### src/hw/rtl/sch_pkg.sv
package sch_pkg;

	typedef enum logic [3:0] {
		PH_IDLE        = 4'd0,
		PH_WAIT_METHOD = 4'd1,
		PH_SEND_USER   = 4'd2,
		PH_SEND_PASS   = 4'd3,
		PH_WAIT_AUTH   = 4'd4,
		PH_SEND_ADDR   = 4'd5,
		PH_WAIT_REPLY  = 4'd6,
		PH_OK          = 4'd7,
		PH_FAILED      = 4'd8
	} phase_t;

	localparam logic [2:0] OP_START = 3'd0;
	localparam logic [2:0] OP_RX    = 3'd1;
	localparam logic [2:0] OP_TICK  = 3'd2;
	localparam logic [2:0] OP_HOST  = 3'd3;
	localparam logic [2:0] OP_LINK  = 3'd4;

	localparam logic [2:0] FAIL_NONE      = 3'd0;
	localparam logic [2:0] FAIL_TIMEOUT   = 3'd1;
	localparam logic [2:0] FAIL_LINK      = 3'd2;
	localparam logic [2:0] FAIL_METHOD    = 3'd3;
	localparam logic [2:0] FAIL_AUTH      = 3'd4;
	localparam logic [2:0] FAIL_BAD_REPLY = 3'd5;
	localparam logic [2:0] FAIL_REFUSED   = 3'd6;

	localparam int          CFG_IDX_W       = 2;
	localparam logic [1:0]  CFG_USE_AUTH    = 2'd0;
	localparam logic [1:0]  CFG_USER_LEN    = 2'd1;
	localparam logic [1:0]  CFG_PASS_LEN    = 2'd2;
	localparam logic [1:0]  CFG_TIMEOUT     = 2'd3;
	localparam logic [15:0] TIMEOUT_RST     = 16'd10000;

	localparam logic [7:0] SOCKS_VER      = 8'h05;
	localparam logic [7:0] METH_NONE      = 8'h00;
	localparam logic [7:0] METH_USERPASS  = 8'h02;
	localparam logic [7:0] METH_REJECT    = 8'hFF;
	localparam logic [7:0] AUTH_VER       = 8'h01;
	localparam logic [7:0] REQ_CONNECT    = 8'h01;
	localparam logic [7:0] RSV_BYTE       = 8'h00;
	localparam logic [7:0] ADDR_TYPE_V4   = 8'h01;
	localparam logic [7:0] ADDR_TYPE_NAME = 8'h03;
	localparam logic [7:0] ADDR_TYPE_V6   = 8'h04;

	localparam int BURST_MAX = 8;

	typedef struct packed {
		logic [2:0]  opcode;
		logic [7:0]  byte_value;
		logic        dest_is_domain;
		logic [15:0] dest_port;
		logic [7:0]  addr_len;
	} item_t;

	typedef struct packed {
		logic        tx_valid;
		logic [7:0]  tx_byte;
		logic [3:0]  phase;
		logic        done_res;
		logic        success;
		logic [2:0]  err_kind;
		logic [7:0]  rep_code;
		logic        last;
	} result_t;

	typedef struct packed {
		logic        use_auth;
		logic [7:0]  user_len;
		logic [7:0]  pass_len;
		logic [15:0] timeout_ticks;
	} cfg_t;

	// bytes to send for one item plus the status shared by all its beats
	typedef struct packed {
		logic [BURST_MAX-1:0][7:0] bytes;
		logic [3:0]                cnt;
		logic [3:0]                phase;
		logic                      done_res;
		logic                      success;
		logic [2:0]                err_kind;
		logic [7:0]                rep_code;
	} burst_t;

endpackage

### src/hw/rtl/socks5_client_handshake.sv
// Client side of a SOCKS5 handshake with optional username/password login.
// Each accepted item (start, received byte, tick, host byte, link lost) is
// evaluated combinationally against the handshake state, and the bytes it causes
// to be sent are captured in a burst register that is played out as one beat
// per byte, or a single status beat when nothing is sent; every beat carries
// the phase and, for the item that ends the handshake, its outcome.
// An item whose burst is n beats long (1 to 7) holds the result side until
// its n beats have left; the next item is taken in the cycle the last beat of
// the previous one leaves, so single-beat items flow at one per cycle while
// result_stall is low. The burst register and result_stall pace the block.
// Configuration writes must be made while no beats are pending.
module socks5_client_handshake (
	input  logic                              clk,
	input  logic                              arst_n,
	input  logic                              item_valid,
	output logic                              item_stall,
	input  sch_pkg::item_t                    item,
	output logic                              result_valid,
	input  logic                              result_stall,
	output sch_pkg::result_t                  result,
	input  logic                              wr_en,
	input  logic [sch_pkg::CFG_IDX_W-1:0]     wr_index,
	input  logic [15:0]                       wr_data
);

	sch_pkg::cfg_t   cfg_q;
	sch_pkg::burst_t burst_next;
	sch_pkg::burst_t burst_q;
	logic            busy_q;
	logic [2:0]      pos_q;
	logic            accept;
	logic            drain;
	logic            beat_last;
	logic [2:0]      last_pos;

	sch_engine u_engine (
		.clk    (clk),
		.arst_n (arst_n),
		.accept (accept),
		.item   (item),
		.cfg    (cfg_q),
		.burst  (burst_next)
	);

	always_ff @(posedge clk or negedge arst_n) begin
		if (!arst_n) begin
			cfg_q.use_auth      <= 1'b0;
			cfg_q.user_len      <= 8'd0;
			cfg_q.pass_len      <= 8'd0;
			cfg_q.timeout_ticks <= sch_pkg::TIMEOUT_RST;
		end else if (wr_en) begin
			case (wr_index)
				sch_pkg::CFG_USE_AUTH: cfg_q.use_auth      <= wr_data[0];
				sch_pkg::CFG_USER_LEN: cfg_q.user_len      <= wr_data[7:0];
				sch_pkg::CFG_PASS_LEN: cfg_q.pass_len      <= wr_data[7:0];
				sch_pkg::CFG_TIMEOUT:  cfg_q.timeout_ticks <= wr_data;
				default: ;
			endcase
		end
	end

	// a burst with no bytes still yields one status beat
	assign last_pos   = (burst_q.cnt == 4'd0) ? 3'd0 : 3'(burst_q.cnt - 4'd1);
	assign beat_last  = (pos_q == last_pos);
	assign drain      = busy_q && !result_stall;
	assign item_stall = busy_q && !(drain && beat_last);
	assign accept     = item_valid && !item_stall;

	always_ff @(posedge clk or negedge arst_n) begin
		if (!arst_n) begin
			busy_q <= 1'b0;
			pos_q  <= 3'd0;
		end else if (accept) begin
			busy_q <= 1'b1;
			pos_q  <= 3'd0;
		end else if (drain) begin
			if (beat_last) begin
				busy_q <= 1'b0;
			end else begin
				pos_q <= pos_q + 3'd1;
			end
		end
	end

	always_ff @(posedge clk) begin
		if (accept) begin
			burst_q <= burst_next;
		end
	end

	assign result_valid = busy_q;

	always_comb begin
		result.tx_valid = (burst_q.cnt != 4'd0);
		result.tx_byte  = (burst_q.cnt != 4'd0) ? burst_q.bytes[pos_q] : 8'd0;
		result.phase    = burst_q.phase;
		result.done_res = burst_q.done_res;
		result.success  = burst_q.success;
		result.err_kind = burst_q.err_kind;
		result.rep_code = burst_q.rep_code;
		result.last     = beat_last;
	end

endmodule

### src/hw/rtl/sch_engine.sv
module sch_engine (
	input  logic          clk,
	input  logic          arst_n,
	input  logic          accept,
	input  sch_pkg::item_t item,
	input  sch_pkg::cfg_t  cfg,
	output sch_pkg::burst_t burst
);

	typedef enum logic [2:0] {
		ACT_NONE,
		ACT_GREET,
		ACT_AUTH_REQ,
		ACT_CONNECT,
		ACT_USER_BYTE,
		ACT_PASS_BYTE,
		ACT_ADDR_BYTE
	} act_t;

	sch_pkg::phase_t phase_q, phase_n;
	logic [7:0]  idx_q, idx_n;
	logic [7:0]  skip_q, skip_n;
	logic [15:0] timer_q, timer_n;
	logic        dom_q, dom_n;
	logic [15:0] port_q, port_n;
	logic [7:0]  tlen_q, tlen_n;
	logic [7:0]  first_q, first_n;
	logic [7:0]  rep_q, rep_n;

	act_t        act;
	logic        end_done, end_ok;
	logic [2:0]  end_err;
	logic [7:0]  end_rep;
	logic [7:0]  idx_inc;
	logic [7:0]  b;
	logic        waiting;

	assign idx_inc = idx_q + 8'd1;
	assign b       = item.byte_value;
	assign waiting = phase_q inside {sch_pkg::PH_WAIT_METHOD, sch_pkg::PH_WAIT_AUTH,
	                                 sch_pkg::PH_WAIT_REPLY};

	// next state
	always_comb begin
		phase_n  = phase_q;
		idx_n    = idx_q;
		skip_n   = skip_q;
		timer_n  = timer_q;
		dom_n    = dom_q;
		port_n   = port_q;
		tlen_n   = tlen_q;
		first_n  = first_q;
		rep_n    = rep_q;
		act      = ACT_NONE;
		end_done = 1'b0;
		end_ok   = 1'b0;
		end_err  = sch_pkg::FAIL_NONE;
		end_rep  = 8'd0;

		case (item.opcode)
			sch_pkg::OP_START: begin
				dom_n   = item.dest_is_domain;
				port_n  = item.dest_port;
				tlen_n  = item.dest_is_domain ? item.addr_len : 8'd4;
				act     = ACT_GREET;
				phase_n = sch_pkg::PH_WAIT_METHOD;
				idx_n   = 8'd0;
				skip_n  = 8'd0;
				timer_n = cfg.timeout_ticks;
			end
			sch_pkg::OP_RX: begin
				case (phase_q)
					sch_pkg::PH_WAIT_METHOD: begin
						if (idx_q == 8'd0) begin
							first_n = b;
							idx_n   = 8'd1;
						end else if (first_q != sch_pkg::SOCKS_VER ||
						             b == sch_pkg::METH_REJECT) begin
							phase_n  = sch_pkg::PH_FAILED;
							end_done = 1'b1;
							end_err  = sch_pkg::FAIL_METHOD;
						end else if (b == sch_pkg::METH_USERPASS) begin
							if (!cfg.use_auth) begin
								phase_n  = sch_pkg::PH_FAILED;
								end_done = 1'b1;
								end_err  = sch_pkg::FAIL_AUTH;
							end else begin
								act = ACT_AUTH_REQ;
								if (cfg.user_len != 8'd0) begin
									phase_n = sch_pkg::PH_SEND_USER;
									idx_n   = 8'd0;
								end else if (cfg.pass_len != 8'd0) begin
									phase_n = sch_pkg::PH_SEND_PASS;
									idx_n   = 8'd0;
								end else begin
									phase_n = sch_pkg::PH_WAIT_AUTH;
									idx_n   = 8'd0;
									skip_n  = 8'd0;
									timer_n = cfg.timeout_ticks;
								end
							end
						end else if (b != sch_pkg::METH_NONE) begin
							phase_n  = sch_pkg::PH_FAILED;
							end_done = 1'b1;
							end_err  = sch_pkg::FAIL_METHOD;
						end else begin
							act = ACT_CONNECT;
							if (tlen_q == 8'd0) begin
								phase_n = sch_pkg::PH_WAIT_REPLY;
								skip_n  = 8'd0;
								timer_n = cfg.timeout_ticks;
							end else begin
								phase_n = sch_pkg::PH_SEND_ADDR;
							end
							idx_n = 8'd0;
						end
					end
					sch_pkg::PH_WAIT_AUTH: begin
						if (idx_q == 8'd0) begin
							idx_n = 8'd1;
						end else if (b != 8'd0) begin
							phase_n  = sch_pkg::PH_FAILED;
							end_done = 1'b1;
							end_err  = sch_pkg::FAIL_AUTH;
						end else begin
							act = ACT_CONNECT;
							if (tlen_q == 8'd0) begin
								phase_n = sch_pkg::PH_WAIT_REPLY;
								skip_n  = 8'd0;
								timer_n = cfg.timeout_ticks;
							end else begin
								phase_n = sch_pkg::PH_SEND_ADDR;
							end
							idx_n = 8'd0;
						end
					end
					sch_pkg::PH_WAIT_REPLY: begin
						case (idx_q)
							8'd0: begin
								first_n = b;
								idx_n   = 8'd1;
							end
							8'd1: begin
								rep_n = b;
								idx_n = 8'd2;
							end
							8'd2: idx_n = 8'd3;
							8'd3: begin
								if (first_q != sch_pkg::SOCKS_VER) begin
									phase_n  = sch_pkg::PH_FAILED;
									end_done = 1'b1;
									end_err  = sch_pkg::FAIL_BAD_REPLY;
								end else if (rep_q != 8'd0) begin
									phase_n  = sch_pkg::PH_FAILED;
									end_done = 1'b1;
									end_err  = sch_pkg::FAIL_REFUSED;
									end_rep  = rep_q;
								end else if (b == sch_pkg::ADDR_TYPE_V4) begin
									skip_n = 8'd4;
									idx_n  = 8'd5;
								end else if (b == sch_pkg::ADDR_TYPE_V6) begin
									skip_n = 8'd16;
									idx_n  = 8'd5;
								end else if (b == sch_pkg::ADDR_TYPE_NAME) begin
									idx_n = 8'd4;
								end else begin
									phase_n  = sch_pkg::PH_FAILED;
									end_done = 1'b1;
									end_err  = sch_pkg::FAIL_BAD_REPLY;
								end
							end
							8'd4: begin
								// domain length byte; empty name goes straight to the port
								if (b == 8'd0) begin
									skip_n = 8'd2;
									idx_n  = 8'd6;
								end else begin
									skip_n = b;
									idx_n  = 8'd5;
								end
							end
							8'd5: begin
								skip_n = skip_q - 8'd1;
								if (skip_q == 8'd1) begin
									skip_n = 8'd2;
									idx_n  = 8'd6;
								end
							end
							default: begin
								skip_n = skip_q - 8'd1;
								if (skip_q == 8'd1) begin
									phase_n  = sch_pkg::PH_OK;
									end_done = 1'b1;
									end_ok   = 1'b1;
								end
							end
						endcase
					end
					default: ;
				endcase
			end
			sch_pkg::OP_TICK: begin
				if (waiting) begin
					if (timer_q <= 16'd1) begin
						timer_n  = 16'd0;
						phase_n  = sch_pkg::PH_FAILED;
						end_done = 1'b1;
						end_err  = sch_pkg::FAIL_TIMEOUT;
					end else begin
						timer_n = timer_q - 16'd1;
					end
				end
			end
			sch_pkg::OP_HOST: begin
				case (phase_q)
					sch_pkg::PH_SEND_USER: begin
						act   = ACT_USER_BYTE;
						idx_n = idx_inc;
						if (idx_inc >= cfg.user_len) begin
							idx_n = 8'd0;
							if (cfg.pass_len != 8'd0) begin
								phase_n = sch_pkg::PH_SEND_PASS;
							end else begin
								phase_n = sch_pkg::PH_WAIT_AUTH;
								skip_n  = 8'd0;
								timer_n = cfg.timeout_ticks;
							end
						end
					end
					sch_pkg::PH_SEND_PASS: begin
						act   = ACT_PASS_BYTE;
						idx_n = idx_inc;
						if (idx_inc >= cfg.pass_len) begin
							phase_n = sch_pkg::PH_WAIT_AUTH;
							idx_n   = 8'd0;
							skip_n  = 8'd0;
							timer_n = cfg.timeout_ticks;
						end
					end
					sch_pkg::PH_SEND_ADDR: begin
						act   = ACT_ADDR_BYTE;
						idx_n = idx_inc;
						if (idx_inc >= tlen_q) begin
							phase_n = sch_pkg::PH_WAIT_REPLY;
							idx_n   = 8'd0;
							skip_n  = 8'd0;
							timer_n = cfg.timeout_ticks;
						end
					end
					default: ;
				endcase
			end
			sch_pkg::OP_LINK: begin
				if (phase_q inside {[sch_pkg::PH_WAIT_METHOD:sch_pkg::PH_WAIT_REPLY]}) begin
					phase_n  = sch_pkg::PH_FAILED;
					end_done = 1'b1;
					end_err  = sch_pkg::FAIL_LINK;
				end
			end
			default: ;
		endcase
	end

	// bytes to send
	always_comb begin
		logic [3:0] k;
		k = 4'd0;
		burst.bytes = '0;
		case (act)
			ACT_GREET: begin
				burst.bytes[0] = sch_pkg::SOCKS_VER;
				if (cfg.use_auth) begin
					burst.bytes[1] = 8'h02;
					burst.bytes[2] = sch_pkg::METH_NONE;
					burst.bytes[3] = sch_pkg::METH_USERPASS;
					k = 4'd4;
				end else begin
					burst.bytes[1] = 8'h01;
					burst.bytes[2] = sch_pkg::METH_NONE;
					k = 4'd3;
				end
			end
			ACT_AUTH_REQ: begin
				burst.bytes[0] = sch_pkg::AUTH_VER;
				burst.bytes[1] = cfg.user_len;
				k = 4'd2;
				if (cfg.user_len == 8'd0) begin
					burst.bytes[2] = cfg.pass_len;
					k = 4'd3;
				end
			end
			ACT_CONNECT: begin
				burst.bytes[0] = sch_pkg::SOCKS_VER;
				burst.bytes[1] = sch_pkg::REQ_CONNECT;
				burst.bytes[2] = sch_pkg::RSV_BYTE;
				burst.bytes[3] = dom_q ? sch_pkg::ADDR_TYPE_NAME : sch_pkg::ADDR_TYPE_V4;
				k = 4'd4;
				if (dom_q) begin
					burst.bytes[4] = tlen_q;
					k = 4'd5;
				end
				if (tlen_q == 8'd0) begin
					burst.bytes[k[2:0]] = port_q[15:8];
					burst.bytes[k[2:0] + 3'd1] = port_q[7:0];
					k = k + 4'd2;
				end
			end
			ACT_USER_BYTE: begin
				burst.bytes[0] = b;
				k = 4'd1;
				if (idx_inc >= cfg.user_len) begin
					burst.bytes[1] = cfg.pass_len;
					k = 4'd2;
				end
			end
			ACT_PASS_BYTE: begin
				burst.bytes[0] = b;
				k = 4'd1;
			end
			ACT_ADDR_BYTE: begin
				burst.bytes[0] = b;
				k = 4'd1;
				if (idx_inc >= tlen_q) begin
					burst.bytes[1] = port_q[15:8];
					burst.bytes[2] = port_q[7:0];
					k = 4'd3;
				end
			end
			default: ;
		endcase
		burst.cnt      = k;
		burst.phase    = phase_n;
		burst.done_res = end_done;
		burst.success  = end_ok;
		burst.err_kind = end_err;
		burst.rep_code = end_rep;
	end

	always_ff @(posedge clk or negedge arst_n) begin
		if (!arst_n) begin
			phase_q <= sch_pkg::PH_IDLE;
			idx_q   <= 8'd0;
			skip_q  <= 8'd0;
			timer_q <= 16'd0;
			dom_q   <= 1'b0;
			port_q  <= 16'd0;
			tlen_q  <= 8'd0;
			first_q <= 8'd0;
			rep_q   <= 8'd0;
		end else if (accept) begin
			phase_q <= phase_n;
			idx_q   <= idx_n;
			skip_q  <= skip_n;
			timer_q <= timer_n;
			dom_q   <= dom_n;
			port_q  <= port_n;
			tlen_q  <= tlen_n;
			first_q <= first_n;
			rep_q   <= rep_n;
		end
	end

endmodule
### config.mk
export PLATFORM = sky130hd
export DESIGN_NAME = socks5_client_handshake
export DESIGN_NICKNAME = d
export VERILOG_FILES = /design/src/hw/rtl/sch_pkg.sv /design/src/hw/rtl/socks5_client_handshake.sv /design/src/hw/rtl/sch_engine.sv
export SDC_FILE = /design/constraint.sdc
export NUM_CORES = 1
export LEC_CHECK = 0
export BUFFER_PORTS_ARGS = -buffer_cell sky130_fd_sc_hd__buf_2
export CORE_MARGIN = 2
export CORE_UTILIZATION = 50
export CTS_CLUSTER_DIAMETER = 200
export DETAILED_ROUTE_END_ITERATION = 12
export GPL_ROUTABILITY_DRIVEN = 0
export PLACE_DENSITY = 0.66
export SYNTH_ARGS = -nofsm -noshare
export SYNTH_HDL_FRONTEND = slang
export SYNTH_SLANG_ARGS = --single-unit
### constraint.sdc
create_clock -name clk -period 13 [get_ports clk]
set_input_delay 1.3 -clock clk [delete_from_list [all_inputs] [get_ports clk]]
set_output_delay 1.3 -clock clk [all_outputs]
set_load 0.01 [all_outputs]
==> impl_metrics.ini <==
[run_status]
outcome = completed

[pwr]
ir_drop_v = 0.00009529
powerDensity_mw_per_mm2 = 179.2
p_leak_nw = 5.170

[cells_and_area]
fin_area_mm2 = 0.01225
drive_gt1_frac = 0.2112
antenna_cells = 0
utilization = 0.5615
layout.nets = 1222
layout_commonest_cell = dfrtp_1
areaGrowthSynthToFinish_pct = 9.947
mostFrequentLayoutCells = 109 x dfrtp_1, 93 x nand2_1, 86 x buf_2
nFillCells = 1921

[clocking]
cts_htree_levels = 4
cts_tree = done
cts_buffer_depth = 2
cts_sinks = 184
cts_setup_buffers = 0
ctsHoldBuffers = 0
path_clk_slew_ns = 0.07
cts_resized = 0
cts_made_buffers = 17
cts_root_buf = clkbuf_16
clock_latency_ns = 0.44

[sta]
finalMaxSlewViolations = 0
hold_violations = 0
fmax_ghz = 0.2235
fin_crit_ns = 4.475
slew_headroom = 0.2966
period_share = 0.3442
report.final.setup_viol = 0
rsz0062_at_grt = no
skew_ns = 0.01251
tns_ns = 0
max_slew.worst_pin.slew_ns = 1.048

[synthesis]
synth_area_mm2 = 0.01114
postSynthCellCount = 1086
synth_cell_type_count = 88
ys_ff_latch = 184
synth_edf_count = 70
async_reset_ff_frac = 0.6196
ys.flop_type = dfrtp_1
synth_nets = 1180
postSynthAreaPerCell_um2 = 10.26
yosysSeqAreaShare = 0.4452
ys_warn_count = 0

[global_route]
grt_remaining_overflow = 0
grt_antenna_before_repair = 0
grt_pass1_wl_mm = 48.68
grt_max_degree = 81
grt_usage = 0.2614
grt_pass1_vias = 8552

[routing]
drt-vias-per-instance = 6.396
dr.pass1.iters = 6
vias = 9089
routed_wirelength_mm = 30.55
drt_iter0_drc = 1174
ant_nets = 0
routedWlPerCell_um = 21.50
drc = 0

[critical_path]
reg2reg_slack_ns = 8.52
crit_required_ns = 13.33
cp_max_fo = 22
regToRegEndpoint = u_engine.timer_q[1]$_DFFE_PN0P_
start_kind = register
worstPathArrival_ns = 4.80
r2r_start = u_engine.idx_q[2]$_DFFE_PN0P_
critPathKind = reg2reg
cp-end-kind = register
reg2reg_depth = 14

[hold_path]
hold_class = reg2reg
whs_endpoint = u_engine.first_q[1]$_DFFE_PN0P_
min_path_cells = 1
min_from = u_engine.first_q[1]$_DFFE_PN0P_

[floorplan]
dieWidth_um = 153.3
initial_utilization = 0.5107
die_h_um = 153.3
core_area_mm2 = 0.02182
die_area_mm2 = 0.02350
rows = 54
num_io_pins = 88

[job]
max_cap_violations = 0

[placement]
io_buffers = 87
dpl_cell_area_mm2 = 0.01166
dp_hpwl_mm = 21.90
-- worst max-delay path by stage --
stage	start	slack, ns	endpoint
2_1_floorplan	item_valid	7.90	u_engine.rep_q[0]$_DFFE_PN0P_
3_3_place_gp	item[25]	8.61	u_engine.timer_q[0]$_DFFE_PN0P_
3_5_place_dp	item[25]	8.54	u_engine.timer_q[0]$_DFFE_PN0P_
4_1_cts	u_engine.idx_q[2]$_DFFE_PN0P_	8.62	u_engine.timer_q[1]$_DFFE_PN0P_
5_1_grt	u_engine.idx_q[2]$_DFFE_PN0P_	8.08	u_engine.timer_q[10]$_DFFE_PN0P_
6_report	u_engine.idx_q[2]$_DFFE_PN0P_	8.52	u_engine.timer_q[1]$_DFFE_PN0P_
-- flip-flops by register name (all words and copies together), names as in the netlist --
name              count
pos_q                 3
burst_q              53
u_engine.skip_q       8
u_engine.dom_q        1
cfg_q                33
u_engine.phase_q      4
u_engine.port_q      16
result               17
result_valid          1
u_engine.tlen_q       8
u_engine.first_q      8
u_engine.timer_q     16
u_engine.rep_q        8
u_engine.idx_q        8
-- through the flow --
step | power (mW) | setup WS [ns] | hold WS, ns | cells
floorplan | 1.430 | 7.897 | 0.4725 | 1086
global placement | 1.652 | 8.609 | 0.4829 | 1389
detailed placement | 1.666 | 8.537 | 0.4928 | 1389
CTS | 2.186 | 8.615 | 0.5084 | 1421
global route | 2.322 | 8.082 | 0.5121 | 1421
finish | 2.195 | 8.525 | 0.5074 | 1421
-- report_power, final --
group	internal, mW	switching [mW]
clock network	0.272	0.250
registers	0.738	0.189
logic	0.324	0.422
total	1.33	0.861
-- Yosys cell counts, types with 8 or more instances --
| cell | n | area, µm² |
|---|---|---|
| o21ai_0 | 45 | 225.2 |
| a21oi_1 | 47 | 235.2 |
| xor2_1 | 8 | 70.07 |
| and3_1 | 23 | 143.9 |
| o21a_1 | 8 | 60.06 |
| inv_1 | 47 | 176.4 |
| ha_1 | 35 | 437.9 |
| nand2b_1 | 11 | 68.82 |
| nand3_1 | 30 | 150.1 |
| clkbuf_1 | 41 | 153.9 |
| nor2b_1 | 15 | 93.84 |
| buf_2 | 9 | 45.04 |
| nor3_1 | 21 | 105.1 |
| nand4_1 | 10 | 62.56 |
| a22o_1 | 38 | 332.8 |
| dfrtp_1 | 109 | 2728 |
| nor4_1 | 14 | 87.58 |
| a211oi_1 | 8 | 60.06 |
| mux2i_1 | 9 | 90.09 |
| mux4_2 | 8 | 180.2 |
| a22oi_1 | 9 | 67.56 |
| buf_4 | 18 | 135.1 |
| or4_1 | 11 | 82.58 |
| a21o_1 | 14 | 105.1 |
| o211ai_1 | 16 | 120.1 |
| nand2_1 | 93 | 349.1 |
| edfxtp_1 | 70 | 2102 |
| and2_1 | 12 | 75.07 |
| nor2_1 | 74 | 277.8 |
| mux2_2 | 74 | 833.3 |
-- cell type report --
type / count / area [µm²] / area share
Clock buffer: 17 / 425.4 / 0.03472
Clock inverter: 15 / 167.7 / 0.01368
Inverter: 48 / 180.2 / 0.01470
Multi-Input combinational cell: 783 / 5678 / 0.4634
Sequential cell: 184 / 4961 / 0.4049
Tap cell: 280 / 350.3 / 0.02859
Timing Repair Buffer: 94 / 490.5 / 0.04003
-- worst max-delay path, cell delays in order, from the launching register on --
cell      delay [ns]
dfrtp_1         0.68
inv_1           0.24
nor3_1          0.38
nand3_1         0.17
nor2_1          0.16
xor2_1          0.41
ha_1            0.23
and3_1          0.18
nand2_1         0.07
o311ai_0        0.39
a21oi_1         0.22
nor4b_4         0.30
buf_4           0.30
nand2_1         0.32
a22o_1          0.33
-- per-layer routing --
metal | wire [µm] | track usage | share of wire
met5 | 0 | 0 | 0
met4 | 622 | 0.07143 | 0.020
met3 | 2467 | 0.05671 | 0.081
met2 | 13390 | 0.3837 | 0.44
met1 | 14070 | 0.3914 | 0.46
-- kinds of logic after synthesis --
kind of cell	share of synthesized area
simple gates	0.1751
compound gates	0.1849
flops	0.4452
buf+inv	0.04783
mux	0.09902
fa+ha+maj	0.03929
xor+xnor	0.008646
Power figures use the tool's default switching activity.
